$ cat src/design/gsm_pkg.sv
// Shared types and constants for the gradient sharpness measure.
// Holds controller states, register indexes and the controller/datapath structs.
// No dependencies.
package gsm_pkg;

    localparam int SUM_BITS      = 41;
    localparam int RESULT_BITS   = 32;
    localparam int CFG_BITS      = 13;
    localparam int APB_ADDR_BITS = 3;
    localparam int APB_DATA_BITS = 32;

    localparam logic [CFG_BITS-1:0] FRAME_WIDTH_RESET  = 13'd512;
    localparam logic [CFG_BITS-1:0] FRAME_HEIGHT_RESET = 13'd512;

    typedef enum logic {
        REG_FRAME_WIDTH  = 1'b0,
        REG_FRAME_HEIGHT = 1'b1
    } reg_idx_t;

    typedef enum logic [1:0] {
        S_RUN,
        S_DRAIN,
        S_LOAD,
        S_DIV
    } state_t;

    typedef struct packed {
        logic pix_fire;
        logic restart;
        logic div_load;
        logic div_run;
        logic res_load;
    } cmd_t;

    typedef struct packed {
        logic frame_last;
        logic sum_ready;
        logic div_done;
        logic out_free;
    } stat_t;

endpackage

$ cat src/design/gsm_ctrl.sv
// Controller state machine for the gradient sharpness measure.
// Sequences pixel intake, pipeline drain, division and result hand-off.
// Depends on gsm_pkg.
module gsm_ctrl (
    input  logic            clk,
    input  logic            rst_n,
    input  logic            in_valid,
    input  logic            cfg_write,
    input  gsm_pkg::stat_t  stat,
    output logic            in_stall,
    output gsm_pkg::cmd_t   cmd
);

    gsm_pkg::state_t state_reg;
    gsm_pkg::state_t state_next;

    always_ff @(posedge clk or negedge rst_n)
    begin
        if (!rst_n)
        begin
            state_reg <= gsm_pkg::S_RUN;
        end
        else
        begin
            state_reg <= state_next;
        end
    end

    always_comb
    begin
        state_next   = state_reg;
        cmd          = '0;
        cmd.restart  = cfg_write;
        in_stall     = 1'b1;
        unique case (state_reg)
            gsm_pkg::S_RUN:
            begin
                in_stall     = 1'b0;
                cmd.pix_fire = in_valid;
                if (in_valid && stat.frame_last)
                begin
                    state_next = gsm_pkg::S_DRAIN;
                end
            end
            gsm_pkg::S_DRAIN:
            begin
                // hold until the last gradient has reached the sum
                if (stat.sum_ready)
                begin
                    state_next = gsm_pkg::S_LOAD;
                end
            end
            gsm_pkg::S_LOAD:
            begin
                cmd.div_load = 1'b1;
                state_next   = gsm_pkg::S_DIV;
            end
            gsm_pkg::S_DIV:
            begin
                cmd.div_run = !stat.div_done;
                if (stat.div_done && stat.out_free)
                begin
                    cmd.res_load = 1'b1;
                    state_next   = gsm_pkg::S_RUN;
                end
            end
            default:
            begin
                state_next = gsm_pkg::S_RUN;
            end
        endcase
    end

    a_fire_in_run: assert property (@(posedge clk) disable iff (!rst_n)
        cmd.pix_fire |-> state_reg == gsm_pkg::S_RUN)
        else $error("pixel transfer outside the run state");

    a_drain_to_load: assert property (@(posedge clk) disable iff (!rst_n)
        stat.sum_ready |=> state_reg == gsm_pkg::S_LOAD)
        else $error("final sum not followed by divider load");

    a_load_after_div: assert property (@(posedge clk) disable iff (!rst_n)
        cmd.res_load |-> stat.div_done && stat.out_free)
        else $error("result loaded before division finished");

endmodule

$ cat config.mk
export PLATFORM = sky130hd
export DESIGN_NAME = gsm_ctrl
export DESIGN_NICKNAME = d
export VERILOG_FILES = /design/src/design/gsm_pkg.sv /design/src/design/gsm_ctrl.sv
export SDC_FILE = /design/constraint.sdc
export NUM_CORES = 1
export LEC_CHECK = 0
export ABC_AREA = 1
export BUFFER_PORTS_ARGS = -buffer_cell sky130_fd_sc_hd__buf_2
export CORE_AREA = 3 3 40 42
export DETAILED_ROUTE_END_ITERATION = 7
export DIE_AREA = 0 0 43 45
export GPL_TIMING_DRIVEN = 1
export HOLD_SLACK_MARGIN = 0.12
export PLACE_DENSITY = 0.36
export SLEW_MARGIN = 20
export SYNTH_ARGS = -nofsm -noshare
export SYNTH_HDL_FRONTEND = slang
export SYNTH_SLANG_ARGS = --single-unit
$ cat constraint.sdc
create_clock -name clk -period 1.56 [get_ports clk]
set_clock_uncertainty 0.15 [all_clocks]
set_input_delay 0.312 -clock clk [delete_from_list [all_inputs] [get_ports clk]]
set_output_delay 0.312 -clock clk [all_outputs]
set_load 0.1 [all_outputs]
# Yosys cells after proc, flatten, opt, wreduce, memory -nomap -nowiden

Cells that the tools add are included.

Bits in registers: 2
Input port bits: 8
Logic and storage cells: 21

Equality and inequality tests: 6
Muxes and demuxes: 9
Reduce and logical (&&, ||, !) cells: 5

Operators by type and width:

| cell                 | number |
|---|---|
| $mux W2              | 4 |
| $pmux W2 S4          | 1 |
| $ne A2 B2 Y1 const B | 3 |
| $eq A2 B2 Y1 const B | 2 |
| $mux W1              | 4 |
| $reduce_and A3 Y1    | 1 |
| $eq A2 B1 Y1 const B | 1 |
| $logic_and A1 B1 Y1  | 2 |
| $logic_not A2 Y1     | 1 |
| $logic_not A1 Y1     | 1 |

# Logic depth before layout (Yosys ltp)

Gate-level depths: netlist of run 1.

Depth after elaboration: 3
Mapped depth: 6
Mapped depth without buffers: 6

# Least setup slack after synthesis of run 1

Ideal clock, no wire load.

Path type: register to output
Start: register state_reg[0]
End: output port cmd[0] (netlist name)
Data arrival time: 1.862 ns
Setup slack: -0.764 ns
Cell stages (with the launch flop): 4
Cell sequence: dfrtp_1 > ha_1 > inv_1 > nor2_1

RTL lines:

| what                   | line           | text |
|---|---|---|
| start, declared        | gsm_ctrl.sv:14 | `gsm_pkg::state_t state_reg;` |
| start signal, assigned | gsm_ctrl.sv:21 | `state_reg <= gsm_pkg::S_RUN;` |
| start signal, assigned | gsm_ctrl.sv:25 | `state_reg <= state_next;` |
| end, declared          | gsm_ctrl.sv:11 | `output gsm_pkg::cmd_t cmd` |

==> metrics.txt, run 1 <==
status=complete, but fails checks; failing checks=negative setup slack; slew margin rel.=90.2%; cell count after synthesis=32; post-synthesis mux area share=0%; max FFs per register=2; synthesis-to-finish area growth=108%; post-synthesis sequential area ratio=22.1%; gpl congestion=0.726; global-route wire length before repair=855 um; fmax=0.605 GHz; DIE WIDTH=43 um; synth unique cells=9; root buf cell=clkbuf_4; Slew @ Worst Pin=0.146 ns; DRC=0; pre-CTS setup slack=0.0630 ns; Starting DRT DRC Count=0; clock sinks=2; final setup violation count=5; xor and xnor area share after synthesis=0%; Num CTS Buffers=3; fin worst setup slack=-0.0939 ns; Critical R2R Launch=state_reg[1]$_DFFE_PN0P_; Arrival @ worst endpoint=1.19 ns; initial antenna violation count=0; Post-Syn Nets=45; Synth top area share=27.6%; largest family of logic cells by synthesized area=simple AND/OR/NAND/NOR gates; top cell type by total area after synthesis=ha_1; Wirelength per Cell=8.70 um; flop2flop setup slack=0.23 ns; vias=242; startpoint types=flop; CP Class=reg2out; Yosys Warn Count=0; Clock Latency Late Sink=0.22 ns; GRT Overall Usage=6.33%; Routed WL=557 um; Synth Area in Compound Gates=0%; initial core utilization=17.6%; RSZ-0062 raised after global routing=true; vias in the first global route=234; Post-DRT Antenna Nets=0; Synth Register Bits=2; I/O Pins=14; # fillers=135; H-tree level count=1; Clock Path Buffers=2; total grt overflow=0; Final Hold Fails=0; CP max stage cell=dfrtp_1; Antenna Cells=0; Worst setup EP type=primary output; critical path's largest stage delay=0.40 ns; Final period util=106%; Cell Rows=13; TritonRoute pass-1 iters=1; CP Max Fanout=3; max cap viols=0; reg2reg path depth=7; Synth area leaders=ha_1 (28%), dfrtp_1 (22%), nand2_1 (15%); fin crit period=1.65 ns; Worst EP required=1.10 ns; Simple-Gate Fraction of Synth Area=33.7%; CTS tree=done; Port Buf Inserts=11; hold crit path type=in2async; Mapped Area=226 um2; Mean Syn Cell Area=7.08 um2; layout cell share with drive strength beyond 1=63.3%; Post-DP HPWL=408 um; pin count of the biggest net entering global routing=4; post-synthesis adder-cell area fraction=27.6%; Chip Height=45 um; FF/Latch Area=50.0 um2; Final #Nets=64; fin. max-slew vios=0; multi-input logic area=179 um2; die area=1940 um2; worst r2r dst=state_reg[0]$_DFFE_PN0P_; Core Region=1280 um2; crit-path cells=inv_2, ha_4, nand2_4, clkinvlp_4, buf_12; Clk pin slew, worst setup/hold paths=0.03 ns; vias per inst=3.78
-- worst max-delay path: cells and delay by family, from the launching register on --
kind                       cells  cell delay (ns)
and+or+nand+nor                1             0.05
DFF                            1             0.40
buffers and inverters          3             0.33
adders and majority gates      1             0.17
-- layout make-up --
cell class	count	share of cell area, %
clock buffer	3	4.79
inverter	8	7.98
multi-input combinational	21	38.0
sequential	2	10.6
tap	15	3.99
timing repair buffer	15	34.6
-- layer usage --
metal  routed length (um)  GRT usage [%]  part of all wire (%)  vias to the layer above
li1                     -              -                     -                      130
met1                  232           5.54                    42                      102
met2                  274           11.1                    49                       10
met3                   49           1.59                   8.8                        0
met4                    0           7.23                     0                        0
met5                    0              0                     0                        -
-- per-stage QoR --
stage | setup TNS (ns) | hold WS, ns | cell area [um2] | std cells | util, %
floorplan | -0.121 | -0.134 | 267 | 32 | -
global placement | 0 | -0.0542 | 408 | 57 | 31.7
detailed placement | 0 | -0.0513 | 408 | 57 | 31.7
CTS | -0.410 | 0.242 | 468 | 64 | 36.4
global route | -0.608 | 0.246 | 470 | 64 | 36.6
finish | -0.310 | 0.259 | 470 | 64 | 36.6
-- layout by cell type (no fill, tap or decap), drive strengths merged --
master        n
dfrtp         2
nor2          2
clkinvlp      2
nand4         2
ha            5
nand3         1
inv           6
nand2        11
buf          14
clkbuf        3
dlygate4sd3   1
-- synth_stat cells, drive strengths merged --
cell    n
nand2  11
inv     8
ha      5
dfrtp   2
nand4   2
nor2    2
buf     1
nand3   1
-- how the worst max path moves through the flow --
stage,depth (start not counted),startpoint,to
final,5,state_reg[0]$_DFFE_PN0P_,cmd[4]
after global placement,5,state_reg[1]$_DFFE_PN0P_,cmd[4]
after CTS,5,state_reg[0]$_DFFE_PN0P_,cmd[4]
after global routing,5,state_reg[0]$_DFFE_PN0P_,cmd[4]
after floorplan,3,state_reg[0]$_DFFE_PN0P_,cmd[0]
after detailed placement,5,state_reg[1]$_DFFE_PN0P_,cmd[4]
-- what timing repair did --
item | CTS | global route
setup endpoints to repair | 5 | 5
hold buffers | 1 | 0
resized for setup | 3 | 1
buffers inserted | 3 | 0
endpoints found under the hold margin | 2 | 0
pin swaps | 1 | 1
-- cell families (layout without fill, tap and decap cells) --
logic type | count (synthesis) | after routing
buffers and inverters | 9 | 26
and+or+nand+nor | 16 | 16
adders and majority gates | 5 | 5
DFF | 2 | 2
Power of run 1 is not shown: default switching activity piles up to over one toggle a cycle in this logic, so the estimate is an artifact.
==> run 2, diff against run 1 <==
- PLACE_DENSITY: 0.36 -> 0.37
- clock period: 1.56 -> 1.45 ns (I/O delays scaled with it)
==> metrics.txt, run 2 (synthesis gave the netlist of run 1 again) <==
Core Region=1280 um2; Final period util=112%; Post-DP HPWL=489 um; DIE WIDTH=43 um; Clk pin slew, worst setup/hold paths=0.03 ns; DRT met1 WL=219 um; max cap viols=0; Port Buf Inserts=11; placed instance count=60; Clock Latency Late Sink=0.23 ns; Hold WS=0.239 ns; CP top delay family=flip-flops; Wirelength per Cell=8.92 um; startpoint types=flop; most common cell after layout, fill and taps aside=nand2_1; CP max stage cell=dfrtp_1; gpl congestion=0.816; crit-path cells=inv_2, ha_4, nand2_4, clkinvlp_4, buf_12; vias in the first global route=255; RSZ-0062 raised after global routing=true; critical path's largest stage delay=0.40 ns; CP bufs+invs=3; vias per inst=3.72; Arrival @ worst endpoint=1.18 ns; I/O Pins=14; fin. max-slew vios=0; CP Class=reg2out; GRT Overall Usage=7.16%; initial antenna violation count=0; H-tree level count=1; Worst setup EP type=primary output; Chip Height=45 um; post-route design area=478 um2; Antenna Cells=0; most frequent cells in the layout=nand2_1 (8), buf_2 (6), buf_12 (5), buf_4 (4); vias=242; DRC=0; synthesis-to-finish area growth=111%; status=complete, but fails checks; met3 wire length=39 um; Routed WL=580 um; final setup violation count=5; Final #Nets=65; slew margin rel.=90.0%; initial core utilization=17.6%; top routing layer used=met3; hold crit path type=in2async; clock sinks=2; max FFs per register=2; Final Hold Fails=0; pin count of the biggest net entering global routing=4; die area=1940 um2; root buf cell=clkbuf_4; Finished Layout Cells=65; final core utilization=37.2%; Num CTS Buffers=3; Slew @ Worst Pin=0.149 ns; fin crit period=1.62 ns; placed cell areas=430 um2; fin worst setup slack=-0.169 ns; Starting DRT DRC Count=0; total grt overflow=0; CTS tree=done; TritonRoute pass-1 iters=1; Post-DRT Antenna Nets=0; Worst EP required=1.01 ns; fmax=0.618 GHz; layout cell share with drive strength beyond 1=64.0%; failing checks=negative setup slack; CP Max Fanout=3; Clock Path Buffers=2; wire length on met2=322 um; global-route wire length before repair=1.00 mm; Cell Rows=13
-- run 2: final timing paths --
| check | startpoint | end | slack [ns] | depth (start not counted) |
|---|---|---|---|---|
| hold / removal | rst_n | state_reg[0]$_DFFE_PN0P_ | 0.24 | 2 |
| hold reg to reg | state_reg[0]$_DFFE_PN0P_ | state_reg[0]$_DFFE_PN0P_ | 0.49 | 3 |
| max in group asynchronous | rst_n | state_reg[1]$_DFFE_PN0P_ | 0.81 | 2 |
| setup reg to reg | state_reg[1]$_DFFE_PN0P_ | state_reg[1]$_DFFE_PN0P_ | 0.13 | 7 |
| min in group clk | stat[3] | state_reg[0]$_DFFE_PN0P_ | 0.33 | 5 |
| setup / recovery | state_reg[0]$_DFFE_PN0P_ | cmd[4] | -0.17 | 5 |
-- run 2: repair_timing --
item | CTS | global route
buffers inserted | 1 | 0
cloned | 0 | 0
pin swaps | 1 | 0
setup endpoints to repair | 5 | 5
resized for setup | 4 | 1
hold endpoints to repair | 2 | 0
hold buffers | 1 | 0
-- run 2: area by class of cell --
type / instances / area, um2
fill: 134 / 807
inverter: 8 / 37.5
sequential: 2 / 50.0
clock buffer: 3 / 22.5
tap: 15 / 18.8
timing repair buffer: 16 / 170
multi-input combinational: 21 / 179
-- run 2: through the flow --
| stage | setup TNS, ns | worst slack, ns |
|---|---|---|
| after floorplan | -0.606 | -0.127 |
| after global placement | 0 | 0.00627 |
| after detailed placement | -0.0146 | -0.0146 |
| after CTS | -0.810 | -0.181 |
| after global routing | -1.04 | -0.228 |
| final | -0.716 | -0.169 |
-- run 2: routing by layer --
| metal | up-vias | track usage (%) |
|---|---|---|
| li1 | 131 | - |
| met1 | 104 | 7.23 |
| met2 | 7 | 12.6 |
| met3 | 0 | 0.797 |
| met4 | 0 | 7.23 |
| met5 | - | 0 |
Power of run 2 is left out for the same reason.
